<file path="config.mk">
export PLATFORM = sky130hd
export DESIGN_NAME = fmc_ctrl
export DESIGN_NICKNAME = d
export VERILOG_FILES = /design/src/sv/fmc_pkg.sv /design/src/sv/fmc_ctrl.sv
export SDC_FILE = /design/constraint.sdc
export NUM_CORES = 1
export LEC_CHECK = 0
export BUFFER_PORTS_ARGS = -buffer_cell sky130_fd_sc_hd__buf_2
export CORE_MARGIN = 5
export CORE_UTILIZATION = 35
export CTS_CLUSTER_SIZE = 28
export DETAILED_ROUTE_END_ITERATION = 6
export MAX_ROUTING_LAYER = met4
export REMOVE_ABC_BUFFERS = 1
export SYNTH_ARGS = -nofsm -noshare
export SYNTH_HDL_FRONTEND = slang
export SYNTH_SLANG_ARGS = --single-unit
</file>
<file path="constraint.sdc">
create_clock -name clk_i -period 2 [get_ports clk_i]
set_input_delay 0.3 -clock clk_i [delete_from_list [all_inputs] [get_ports clk_i]]
set_output_delay 0.3 -clock clk_i [all_outputs]
set_load 0.02 [all_outputs]
</file>
<file path="src/sv/fmc_pkg.sv">
// ----------------------------------------------------------------------------
// fmc_pkg
// shared types and constants for the packet rule classifier
// ----------------------------------------------------------------------------
package fmc_pkg;

  localparam int MaxRules     = 32;
  localparam int WordsPerRule = 16;
  localparam int TableDepth   = MaxRules * WordsPerRule;
  localparam int RuleIdxW     = $clog2(MaxRules);
  localparam int WordIdxW     = $clog2(WordsPerRule);
  localparam int AddrW        = $clog2(TableDepth);
  localparam int CountW       = 6;

  localparam logic [2:0] ActAllow    = 3'd0;
  localparam logic [2:0] ActDrop     = 3'd1;
  localparam logic [2:0] ActRedirect = 3'd3;
  localparam logic [2:0] ActSocks5   = 3'd4;
  localparam logic [2:0] ActConnect  = 3'd5;
  localparam logic [1:0] ProtoAny    = 2'd3;

  typedef enum logic [2:0] {
    ST_IDLE,
    ST_LOAD,
    ST_WORD,
    ST_EVAL,
    ST_OUT
  } state_e;

  typedef struct packed {
    logic       start;
    logic       write;
    logic       rd_en;
    logic [3:0] word;
    logic       capture;
    logic       hit_sel;
    logic       clear;
  } cmd_t;

  typedef struct packed {
    logic hit;
  } sts_t;

endpackage

</file>
<file path="src/sv/fmc_ctrl.sv">
// ----------------------------------------------------------------------------
// fmc_ctrl
// sequencer: stages rule words one per cycle and walks rules in order
// ----------------------------------------------------------------------------
module fmc_ctrl import fmc_pkg::*; (
  input  logic                clk_i,
  input  logic                rst_ni,
  input  logic                in_valid_i,
  output logic                in_ready_o,
  input  logic                mode_i,
  input  logic [AddrW:0]      addr_i,
  input  logic [CountW-1:0]   rule_count_i,
  output logic                out_valid_o,
  input  logic                out_ready_i,
  output cmd_t                cmd_o,
  input  sts_t                sts_i,
  output logic [RuleIdxW-1:0] rule_o
);

  state_e               state_q, state_d;
  logic [RuleIdxW:0]    rule_q, rule_d, n_q, n_d;
  logic [WordIdxW:0]    word_q, word_d;
  logic                 ov_q, ov_d;
  logic                 acc;

  assign rule_o      = rule_q[RuleIdxW-1:0];
  assign out_valid_o = ov_q;

  always_ff @(posedge clk_i or negedge rst_ni) begin
    if (!rst_ni) begin
      state_q <= ST_IDLE;
      rule_q  <= '0;
      n_q     <= '0;
      word_q  <= '0;
      ov_q    <= 1'b0;
    end else begin
      state_q <= state_d;
      rule_q  <= rule_d;
      n_q     <= n_d;
      word_q  <= word_d;
      ov_q    <= ov_d;
    end
  end

  always_comb begin
    state_d    = state_q;
    rule_d     = rule_q;
    n_d        = n_q;
    word_d     = word_q;
    ov_d       = ov_q && !out_ready_i;
    cmd_o      = '0;
    in_ready_o = 1'b0;
    acc        = 1'b0;
    case (state_q)
      ST_IDLE: begin
        // hold input while a result waits so the result registers stay put
        in_ready_o = !ov_q;
        acc        = in_valid_i && !ov_q;
        if (acc && mode_i) begin
          cmd_o.write = (addr_i < (AddrW+1)'(TableDepth));
        end else if (acc) begin
          cmd_o.start = 1'b1;
          cmd_o.clear = 1'b1;
          rule_d      = '0;
          n_d = (rule_count_i > CountW'(MaxRules)) ? (RuleIdxW+1)'(MaxRules)
                                                  : (RuleIdxW+1)'(rule_count_i);
          state_d = ST_LOAD;
        end
      end
      ST_LOAD: begin
        if (rule_q == n_q) begin
          state_d = ST_OUT;
        end else begin
          word_d  = '0;
          state_d = ST_WORD;
        end
      end
      ST_WORD: begin
        cmd_o.rd_en   = (word_q < 13);
        cmd_o.word    = word_q[WordIdxW-1:0];
        cmd_o.capture = 1'b1;
        word_d        = word_q + 1'b1;
        if (word_q == 14) begin
          state_d = ST_EVAL;
        end
      end
      ST_EVAL: begin
        if (sts_i.hit) begin
          cmd_o.hit_sel = 1'b1;
          state_d       = ST_OUT;
        end else begin
          rule_d  = rule_q + 1'b1;
          state_d = ST_LOAD;
        end
      end
      ST_OUT: begin
        if (!ov_q || out_ready_i) begin
          ov_d    = 1'b1;
          state_d = ST_IDLE;
        end
      end
      default: state_d = ST_IDLE;
    endcase
  end

endmodule

</file>
Word-level counts from Yosys, hierarchy flattened
Index checks and enable logic that the tools add are counted.
{"block": "op_classes", "add_sub_neg": 2, "n_mul": 0, "div_mod_pow": 0, "n_lt_le_gt_ge": 3, "n_eq_ne": 12, "n_shift": 0, "n_mux": 25, "n_bitwise": 1, "reduce_logical": 13}
{"operator": "2-to-1 mux 6 bit", "count": 5}
{"operator": "2-to-1 mux 3 bit", "count": 6}
{"operator": "one-hot mux 3 bit (5 select lines)", "count": 1}
{"operator": "inequality test 2 bit (second input constant)", "count": 6}
{"operator": "one-hot mux 6 bit (2 select lines)", "count": 1}
{"operator": "< comparator 10 bit (second input constant)", "count": 1}
{"operator": "one-hot mux 5 bit (2 select lines)", "count": 1}
{"operator": "2-to-1 mux 1 bit", "count": 9}
{"operator": "AND reduction 4 bit", "count": 2}
{"operator": "adder 6 x 1 -> 6 bit (second input constant)", "count": 1}
{"operator": "== test 3 x 2 -> 1 bit (second input constant)", "count": 2}
{"operator": "== test 6 bit", "count": 1}
{"operator": "> comparator 6 bit (second input constant)", "count": 1}
{"operator": "adder 5 x 1 -> 5 bit (second input constant)", "count": 1}
{"operator": "== test 5 x 4 -> 1 bit (second input constant)", "count": 1}
{"operator": "< comparator 5 x 4 -> 1 bit (second input constant)", "count": 1}
{"operator": "2-to-1 mux 5 bit", "count": 1}
{"operator": "nonzero test 2 bit", "count": 2}
{"operator": "== test 3 x 1 -> 1 bit (second input constant)", "count": 1}
{"operator": "== test 3 bit (second input constant)", "count": 1}
{"operator": "logical AND 1 bit", "count": 3}
{"operator": "zero test 3 bit", "count": 1}
{"operator": "AND reduction 3 bit", "count": 1}
{"operator": "zero test 1 bit", "count": 2}
{"operator": "4 further kinds", "count": 4}
{"block": "totals", "ff_bits": 21, "latchBits": 0, "ramBits": 0, "romBits": 0, "inputBits": 22, "output_inout_bits": 17, "word_cells": 61, "n_memories": 0}

Logic depth before layout (Yosys ltp)
Gate-level depths: netlist (run 1).
{"block": "depth", "depth_word": 5, "mapped_depth": 7, "depth_no_buf": 6}

Worst setup path before layout (run 1)
OpenSTA, ideal clock, no wires.
{"block": "synth_timing", "path_kind": "register to output", "startpoint": "register state_q[2]", "endpoint": "output port cmd_o[9] (netlist bit)", "arrival_ns": 1.640, "required_ns": 1.700, "setup_slack_ns": 0.060, "path_stages_with_launch": 7, "path_buffers": 3, "cell_sequence": "dfrtp_1 > or4_4 > or2_1 > buf_6 > clkinv_2 > buf_6 > buf_4"}
{"item": "from (decl)", "line_no": "fmc_ctrl.sv:20", "text": "state_e state_q, state_d;"}
{"item": "from (signal assigned)", "line_no": "fmc_ctrl.sv:37", "text": "state_q <= state_d;"}
{"item": "to (decl)", "line_no": "fmc_ctrl.sv:15", "text": "output cmd_t cmd_o,"}

==> impl_metrics.py, run 1 <==
metrics = {
    "route": {
        "drtPass1Iterations": 4,
        "route.detailed.drc": 0,
        "antenna_left": 0,
        "routed_wl_mm": 2.41,
        "vias_per_cell": 4.56,
        "post_drt_wl_per_cell_um": 11.6,
        "drt_iter0_markers": 58,
        "vias": 943,
    },
    "timing": {
        "period_share_pct": 98.8,
        "max_slew_margin_pct": 63.8,
        "timing.fmax_mhz": 506,
        "maxSlewViolCount": 0,
        "whs_ns": 0.221,
        "setup_viol": 0,
        "fin_ws_ns": 0.0231,
        "max_slew.worst_pin.slew_ns": 0.540,
        "period_minus_slack_ns": 1.98,
        "timing.setup.tns_ns": 0,
        "fin_skew_ns": 0.00211,
        "rsz0062_at_grt": "true",
        "finalHoldViolCount": 0,
    },
    "die": {
        "core_mm2": 0.00328,
        "die_height_um": 67.8,
        "die_x_um": 67.8,
        "start_util_pct": 35.6,
        "rows": 21,
        "die-area_mm2": 0.00460,
        "num_io_pins": 39,
    },
    "global_route": {
        "grt_pass1_vias": 909,
        "grt_max_degree": 22,
        "grt_util_all_layers_pct": 11.7,
        "grt_overflow_total": 0,
        "antenna_found_initial": 0,
        "grt_pass1_wl_mm": 3.99,
    },
    "setup_path": {
        "crit_path_max_fanout": 3,
        "critPathKind": "reg -> out",
        "critPathLaunchType": "register",
        "cp.required_ns": 1.70,
        "cp-end-kind": "primary output",
        "critPathArrivalTime_ns": 1.68,
    },
    "yosys": {
        "seq_area_frac_synth_pct": 44.9,
        "synthArstFlopShare_pct": 100,
        "yosys_most_used_dff": "dfrtp_1",
        "ys_ff_latch": 21,
        "synthesis.area_mm2": 0.00117,
        "ys.warnings.count": 0,
        "synth.distinct_cells": 32,
        "syn_area_per_cell_um2": 9.14,
        "synth_edf_count": 0,
        "synthCells": 128,
    },
    "finish": {
        "antenna_cells": 0,
        "drive_gt1_share_pct": 28.6,
        "syn2layout_area_growth_pct": 22.0,
        "final_cell_mix": "buf_2 (27), nand2_1 (24), dfrtp_1 (21), nor2_1 (15), xor2_1 (13)",
        "nNetsFinal": 187,
        "final_common_cell": "buf_2",
    },
    "clock_tree": {
        "path_clk_slew_ns": 0.11,
        "cts_num_sinks": 21,
        "clk_latency_ns": 0.30,
        "h-tree-depth": 1,
        "cts_tree": "built",
        "ctsLongestPathBuffers": 2,
        "clockRootBuffer": "clkbuf_4",
        "cts_made_buffers": 3,
    },
    "power_and_ir_drop": {
        "total_power_mw": 1.74,
        "p_leak_nw": 0.780,
        "power_density_mw_per_mm2": 1220,
        "peakVddDrop_mv": 0.287,
    },
    "run_status": {
        "status": "finished, final reports clean",
    },
    "place": {
        "place_ws_ns": 0.160,
        "place_hpwl_mm": 1.81,
        "port_buffers": 29,
        "place.gp.congestion": 0.792,
    },
    "hold_path": {
        "hold_path_class": "in -> reg",
    },
    "flow_run": {
        "cap_violations": 0,
    },
}
==> through the flow <==
stage	instance area (um2)	cells	util (%)
3_5_place_dp	1350	200	41.0
5_1_grt	1430	207	43.5
2_1_floorplan	1100	119	-
3_3_place_gp	1350	200	41.0
6_report	1430	207	43.5
4_1_cts	1420	207	43.3
==> synth_stat cells (3+ instances only) <==
master     n  area, um2
ha_1       3       37.5
and2_1     4       25.0
nand4_1    4       25.0
xor2_1    13        114
inv_1      3       11.3
dfrtp_1   21        526
nand3_1    4       20.0
nor2_1    15       56.3
nand2_1   24       90.1
nand3b_1   5       37.5
buf_4      6       45.0
nand2b_1   3       18.8
==> cells by family (layout without fill, tap and decap cells) <==
group,after synthesis,in the layout,synth area share [%]
compound gates,7,7,3.64
flops,21,21,44.9
buf+inv,13,46,7.49
simple gates,70,70,30.3
xor+xnor,14,14,10.5
fa+ha+maj,3,3,3.21
==> area by class of cell <==
cell class | count | area (um2)
well taps | 46 | 57.6
inverters | 4 | 20.0
flip-flops and latches | 21 | 526
clock buffers | 4 | 26.3
multi-input cells | 94 | 571
fillers | 328 | 1860
repair buffers | 38 | 228
==> timing repair <==
action,CTS,global route
hold endpoints to repair,21,0
hold buffers,1,0
gates resized for setup,7,1
endpoints found under the setup margin,2,7
buffers inserted,2,0
pin swaps,2,0
==> flip-flops by register name, summed over array words and instances, names as in the netlist <==
name,cells
state_q,3
word_q,5
n_q,6
rule_q,6
out_valid_o,1
==> worst max-delay path, stage by stage, from the launching register on <==
cell      delay, ns
dfrtp_1        0.39
or4_4          0.54
or2_4          0.27
clkinv_4       0.06
buf_6          0.11
==> routing by layer <==
layer	track usage, %	wire length [um]	up-vias
li1	-	-	481
met1	14.5	1110	438
met2	19.1	1180	21
met3	1.64	95	3
met4	5.21	21	0
met5	-	0	-
==> power breakdown <==
group	switching (mW)	internal, mW	leakage (nW)	total [mW]
Combinational	0.470	0.379	0.487	0.849
Sequential	0.124	0.559	0.279	0.683
Clock	0.127	0.0778	0.0150	0.204
Total	0.720	1.02	0.780	1.74
==> worst paths after layout <==
path,start,to,slack (ns),cells after the start
worst max-delay path,state_q[0],cmd_o[0],0.02,4
worst min-delay path,rule_count_i[4],n_q[4],0.22,3
worst max register to register,state_q[0],n_q[3],0.28,7
worst min register to register,n_q[0],n_q[0],0.50,2
max in group asynchronous,rst_ni,state_q[1],1.21,2
min in group asynchronous,rst_ni,n_q[1],0.48,2
(Power assumes the default switching activity.)
==> inputs of run 2 (changes only) <==
Settings changed: ABC_AREA set to 1, CORE_UTILIZATION 35 to 50, CTS_BUF_LIST set to sky130_fd_sc_hd__clkbuf_4, PLACE_DENSITY set to 0.78.
==> run 2 against run 1 <==
Utilization is 16 points higher. Power is 9.4% higher. Sequential cell count stayed put. Critical path depth is 2 higher. Via count is 26% higher. Global-route usage is 5.2 points higher. Sequential share of layout area is 1.4 points lower. Combinational power is 15% higher. Largest power group unchanged. Register-to-register slack better by 0.43 ns. Highest routed layer unchanged. Clock-buffer cell count stayed put.
==> impl_metrics.py, run 2 <==
metrics = {
    "run_status": {
        "status": "finished, final reports clean",
    },
    "yosys": {
        "ys.warnings.count": 0,
        "ys_ff_latch": 21,
        "synthArstFlopShare_pct": 100,
        "seq_area_frac_synth_pct": 40.1,
        "syn_area_per_cell_um2": 7.32,
        "yosysTopAreaCellShare_pct": 40.1,
        "synth_top_area_cell": "dfrtp_1",
        "ys_top_cells_by_count": "nand2_1 (41), inv_1 (24), dfrtp_1 (21)",
        "yosysMostFrequentCell": "nand2_1",
        "synthesis.area_mm2": 0.00131,
        "yosys_most_used_dff": "dfrtp_1",
        "synthTopCellsByArea": "dfrtp_1 (40%), nand2_1 (12%), inv_1 (6.9%)",
        "synthCells": 179,
        "synth_edf_count": 0,
        "synth.distinct_cells": 24,
    },
    "setup_path": {
        "critPathKind": "reg -> out",
        "cp-end-kind": "primary output",
        "critPathArrivalTime_ns": 1.49,
        "critPathLaunchType": "register",
        "crit_path_max_fanout": 10,
        "slowest_delay_ns": 0.43,
        "cp_cell_sequence": "nor2_2 > nand2_2 > inv_4 > nand2_8 > inv_4 > buf_2",
        "slowest_stage": "dfrtp_1",
        "cp.required_ns": 1.70,
        "cp_common_cell": "inv_4",
    },
    "clock_tree": {
        "h-tree-depth": 1,
        "cts_setup_buffers": 0,
        "cts_made_buffers": 3,
        "clk_latency_ns": 0.31,
        "ctsLongestPathBuffers": 2,
        "path_clk_slew_ns": 0.11,
        "clockRootBuffer": "clkbuf_4",
        "cts_tree": "built",
        "cts_num_sinks": 21,
    },
    "timing": {
        "period_minus_slack_ns": 1.79,
        "fin_skew_ns": 0.00340,
        "rsz0062_at_grt": "false",
        "maxSlewViolCount": 0,
        "timing.setup.tns_ns": 0,
        "period_share_pct": 89.6,
        "max_slew_margin_pct": 68.1,
        "max_slew.worst_pin.slew_ns": 0.479,
        "whs_ns": 0.194,
        "finalHoldViolCount": 0,
        "setup_viol": 0,
        "timing.fmax_mhz": 558,
    },
    "global_route": {
        "grt_pass1_wl_mm": 4.58,
        "grt_max_degree": 22,
        "antenna_found_initial": 0,
        "grt_overflow_total": 0,
        "grt_util_all_layers_pct": 16.9,
        "grt_pass1_vias": 1156,
    },
    "finish": {
        "nNetsFinal": 232,
        "final_cell_mix": "nand2_1 (40), buf_2 (29), inv_1 (24), dfrtp_1 (21), nor2_1 (20)",
        "syn2layout_area_growth_pct": 13.4,
        "antenna_cells": 0,
        "drive_gt1_share_pct": 24.8,
        "largest_registers": "n_q (6), rule_q (6), word_q (5)",
        "post-route-util_pct": 59.4,
        "final_common_cell": "nand2_1",
    },
    "flow_run": {
        "cap_violations": 0,
    },
    "power_and_ir_drop": {
        "power_density_mw_per_mm2": 1280,
        "peakVddDrop_mv": 0.672,
        "p_leak_nw": 0.813,
    },
    "die": {
        "num_io_pins": 39,
        "die_height_um": 61.2,
        "die-area_mm2": 0.00374,
        "rows": 18,
        "die_x_um": 61.2,
        "core_mm2": 0.00250,
        "start_util_pct": 52.4,
    },
    "route": {
        "routed_wl_mm": 2.69,
        "post_drt_wl_per_cell_um": 11.4,
        "vias": 1190,
        "route.detailed.drc": 0,
        "antenna_left": 0,
        "vias_per_cell": 5.04,
        "drtPass1Iterations": 4,
        "drt_iter0_markers": 36,
    },
    "hold_path": {
        "hold_path_class": "in -> reg",
    },
    "place": {
        "place.gp.congestion": 0.937,
        "place_hpwl_mm": 2.12,
        "port_buffers": 29,
    },
}
## run 2: cell count changes after synthesis, moves of 5 or more
cell | before | now
nor2_1 | 15 | 20
nand2_1 | 24 | 41
xor2_1 | 13 | 2
nand3_1 | 4 | 16
o21ai_0 | 1 | 11
inv_1 | 3 | 24
## run 2: power by group
part	internal (mW)	switching, mW
registers	0.569	0.134
clock network	0.0916	0.129
logic	0.318	0.658
## run 2: cells by family after synthesis
| family | Yosys count | synth area share (%) |
|---|---|---|
| xor gates and xnor gates | 2 | 1.34 |
| buffers and inverters | 37 | 12.8 |
| adders and majority gates | 3 | 2.87 |
| and+or+nand+nor | 97 | 35.3 |
| AOI/OAI and AO/OA | 19 | 7.55 |
| DFF | 21 | 40.1 |
## run 2: path summary, 6_finish.rpt
kind	from	end	slack [ns]	depth (start not counted)
worst max-delay path	state_q[2]	cmd_o[0]	0.21	6
worst min-delay path	out_ready_i	out_valid_o	0.19	2
worst max register to register	state_q[2]	rule_q[3]	0.71	8
worst min register to register	n_q[5]	n_q[5]	0.55	2
max in group asynchronous	rst_ni	word_q[0]	1.20	2
min in group asynchronous	rst_ni	n_q[3]	0.47	2
## run 2: layout make-up
cell class | count | area (um2)
multi-input combinational | 121 | 619
clock buffer | 4 | 30.0
tap | 30 | 37.5
timing repair buffer | 30 | 155
fill | 238 | 1010
inverter | 30 | 118
sequential | 21 | 526
## run 2: stage by stage
stage | worst slack, ns | total power [mW] | instance area [um2] | std cells
CTS | 0.113 | 1.91 | 1480 | 236
finish | 0.208 | 1.90 | 1490 | 236
global route | 0.111 | 2.08 | 1490 | 236
global placement | 0.491 | 1.65 | 1440 | 231
floorplan | 0.414 | 1.41 | 1260 | 172
detailed placement | 0.475 | 1.68 | 1440 | 231
## run 2: timing repair
| item | 4_1_cts | 5_1_grt |
|---|---|---|
| hold buffers | 1 | 0 |
| endpoints found under the hold margin | 21 | 0 |
| gates resized for setup | 0 | 1 |
| setup endpoints to repair | 0 | 2 |
## run 2: worst max-delay path: cells and delay by family, from the launching register on
family	cells	cell delay, ns
AND/OR/NAND/NOR	3	0.37
buffers and inverters	3	0.37
flip-flops	1	0.43
## run 2: per-layer routing
layer  share of wire [%]  vias to the layer above  GRT usage, %
met3                 5.4                        5          2.10
met5                   0                        -             -
met4                 1.9                        0          7.12
met2                  47                       28          29.0
li1                    -                      614             -
met1                  46                      543          19.9
==> inputs of run 3 (changes only) <==
Settings changed: BUFFER_PORTS_ARGS -buffer_cell sky130_fd_sc_hd__buf_2 to unset, CORE_MARGIN 5 to 4, DONT_BUFFER_PORTS set to 1, PLACE_DENSITY 0.78 to unset.
Clock period 2 ns to 1.7 ns, I/O delays scaled along.
==> run 3 against run 2 <==
Worst setup slack got worse by 0.14 ns. Sequential power is 24% higher. Combinational power up 11%. Via count is 10% lower. First-iteration DRC count up 5.6%. Global-route usage is 0.77 points higher. Worst hold slack lost 0.15 ns. Sequential cell count did not move. Wire length down 1.1%. Register-to-register slack lost 0.40 ns. Sequential share of layout area grew 2.3 points. Clock power grew 20%.
==> impl_metrics.py, run 3 (same netlist as run 2, synthesis figures left out) <==
metrics = {
    "run_status": {
        "status": "finished, final reports clean",
    },
    "place": {
        "place.gp.congestion": 0.812,
        "place_hpwl_mm": 2.04,
        "place_ws_ns": 0.182,
        "port_buffers": 0,
    },
    "setup_path": {
        "reg2reg_to": "word_q[1]",
        "worstSetupStartpoint": "out_valid_o",
        "slowest_stage": "dfrtp_2",
        "r2r_slack_ns": 0.31,
        "cp-end-kind": "primary output",
        "cp.required_ns": 1.44,
        "r2r_start": "rule_q[0]",
        "critPathArrivalTime_ns": 1.38,
        "cp_cell_sequence": "inv_2 > nand2_1 > nor2_4 > nand2_8 > inv_6",
        "slowest_delay_ns": 0.48,
        "r2r.worst_path.cells": 8,
        "critPathLaunchType": "register",
        "critPathKind": "reg -> out",
        "crit_path_max_fanout": 10,
    },
    "hold_path": {
        "holdPathEnd": "out_valid_o",
        "hold_path_class": "in -> reg",
        "worstHoldStart": "out_ready_i",
        "hold_depth": 1,
    },
    "finish": {
        "final_common_cell": "nand2_1",
        "final_cell_mix": "nand2_1 (40), inv_1 (24), dfrtp_1 (19), nor2_1 (18), nand3_1 (16)",
        "largest_registers": "n_q (6), rule_q (6), word_q (5)",
        "nNetsFinal": 207,
        "drive_gt1_share_pct": 17.1,
        "n_fill_cell": 243,
        "antenna_cells": 0,
        "syn2layout_area_growth_pct": 6.88,
    },
    "timing": {
        "fin_skew_ns": 0.00790,
        "max_slew.worst_pin.slew_ns": 1.00,
        "max_slew_margin_pct": 33.1,
        "whs_ns": 0.0437,
        "period_minus_slack_ns": 1.63,
        "fin_ws_ns": 0.0683,
        "timing.fmax_mhz": 613,
        "finalHoldViolCount": 0,
        "setup_viol": 0,
        "timing.setup.tns_ns": 0,
        "maxSlewViolCount": 0,
        "period_share_pct": 96.0,
        "rsz0062_at_grt": "true",
    },
    "route": {
        "route.detailed.drc": 0,
        "drt_iter0_markers": 38,
        "antenna_left": 0,
        "vias_per_cell": 5.08,
        "vias": 1071,
        "drtPass1Iterations": 4,
        "routed_wl_mm": 2.66,
        "post_drt_wl_per_cell_um": 12.6,
    },
    "global_route": {
        "antenna_found_initial": 0,
        "grt_pass1_wl_mm": 4.62,
        "grt_overflow_total": 0,
        "grt_pass1_vias": 1084,
        "grt_max_degree": 22,
        "grt_util_all_layers_pct": 17.7,
    },
    "power_and_ir_drop": {
        "switchingPower_mw": 1.10,
        "total_power_mw": 2.22,
        "p_int_mw": 1.12,
        "power_density_mw_per_mm2": 1590,
        "p_sw_share_pct": 49.4,
        "p_clk_share_pct": 11.9,
        "peakVddDrop_mv": 1.04,
        "p_leak_nw": 0.700,
        "p_seq_share_pct": 39.3,
        "combPwrFrac_pct": 48.8,
    },
    "die": {
        "core_mm2": 0.00248,
        "start_util_pct": 52.9,
        "die_height_um": 59.2,
        "die_x_um": 59.2,
        "rows": 18,
        "die-area_mm2": 0.00350,
        "num_io_pins": 39,
    },
    "clock_tree": {
        "clk_latency_ns": 0.30,
        "cts_tree": "built",
        "cts_num_sinks": 21,
        "ctsLongestPathBuffers": 2,
        "cts_made_buffers": 3,
        "clockRootBuffer": "clkbuf_4",
        "h-tree-depth": 1,
        "path_clk_slew_ns": 0.12,
    },
    "flow_run": {
        "cap_violations": 0,
    },
}
-- run 3: cell types whose count changed in the layout (fill, tap and decap cells not counted) --
cell	before	now
buf_2	29	0
buf_4	0	4
dfrtp_1	21	19
dfrtp_2	0	2
inv_4	2	1
inv_6	0	1
nand2_2	5	4
nand2_4	0	1
nor2_1	20	18
nor2_4	1	3
nor3_1	4	3
nor3_2	0	1
-- run 3: area by class of cell --
class                   instances  area (um2)  area share (%)
multi-input cells             121         644            46.0
flip-flops and latches         21         528            37.7
inverters                      30         120            8.58
repair buffers                  5        40.0            2.86
well taps                      30        37.5            2.68
clock buffers                   4        30.0            2.14
-- run 3: worst max-delay path by stage --
stage,endpoint,cells past startpoint
6_report,cmd_o[9],5
5_1_grt,cmd_o[6],3
4_1_cts,cmd_o[7],4
3_5_place_dp,state_q[0],5
3_3_place_gp,state_q[0],5
2_1_floorplan,cmd_o[7],3
-- run 3: metrics by stage --
step | instances | instance area [um2] | utilization, %
after floorplan | 172 | 1260 | -
after global placement | 205 | 1320 | 53.3
after detailed placement | 205 | 1320 | 53.3
after CTS | 210 | 1370 | 55.4
after global routing | 211 | 1400 | 56.5
final | 211 | 1400 | 56.5
-- run 3: timing repair --
| action | 4_1_cts | 5_1_grt |
|---|---|---|
| buffers inserted | 0 | 1 |
| hold endpoints to repair | 21 | 0 |
| gates resized for setup | 4 | 6 |
| endpoints found under the setup margin | 9 | 11 |
| hold buffers | 1 | 0 |
-- run 3: worst max-delay path: cells and delay by family (launching register included) --
kind | cells | cell delay (ns)
flip-flops | 1 | 0.48
AND/OR/NAND/NOR | 3 | 0.36
buffers and inverters | 2 | 0.24
-- run 3: power by group through the flow --
stage / Clock, mW / Sequential (mW) / Combinational [mW]
final: 0.263 / 0.873 / 1.08
after global routing: 0.289 / 0.906 / 1.24
after CTS: 0.276 / 0.867 / 1.06
after detailed placement: 0 / 0.870 / 1.03
after global placement: 0 / 0.864 / 1.01
after floorplan: 0 / 0.853 / 0.810
-- run 3: metal layers --
layer	vias up	global-route usage, %	part of all wire [%]
met5	-	-	0
met4	0	7.44	0.71
met3	2	2.83	5.8
met2	24	27.8	44
met1	483	22.5	49
li1	562	-	-
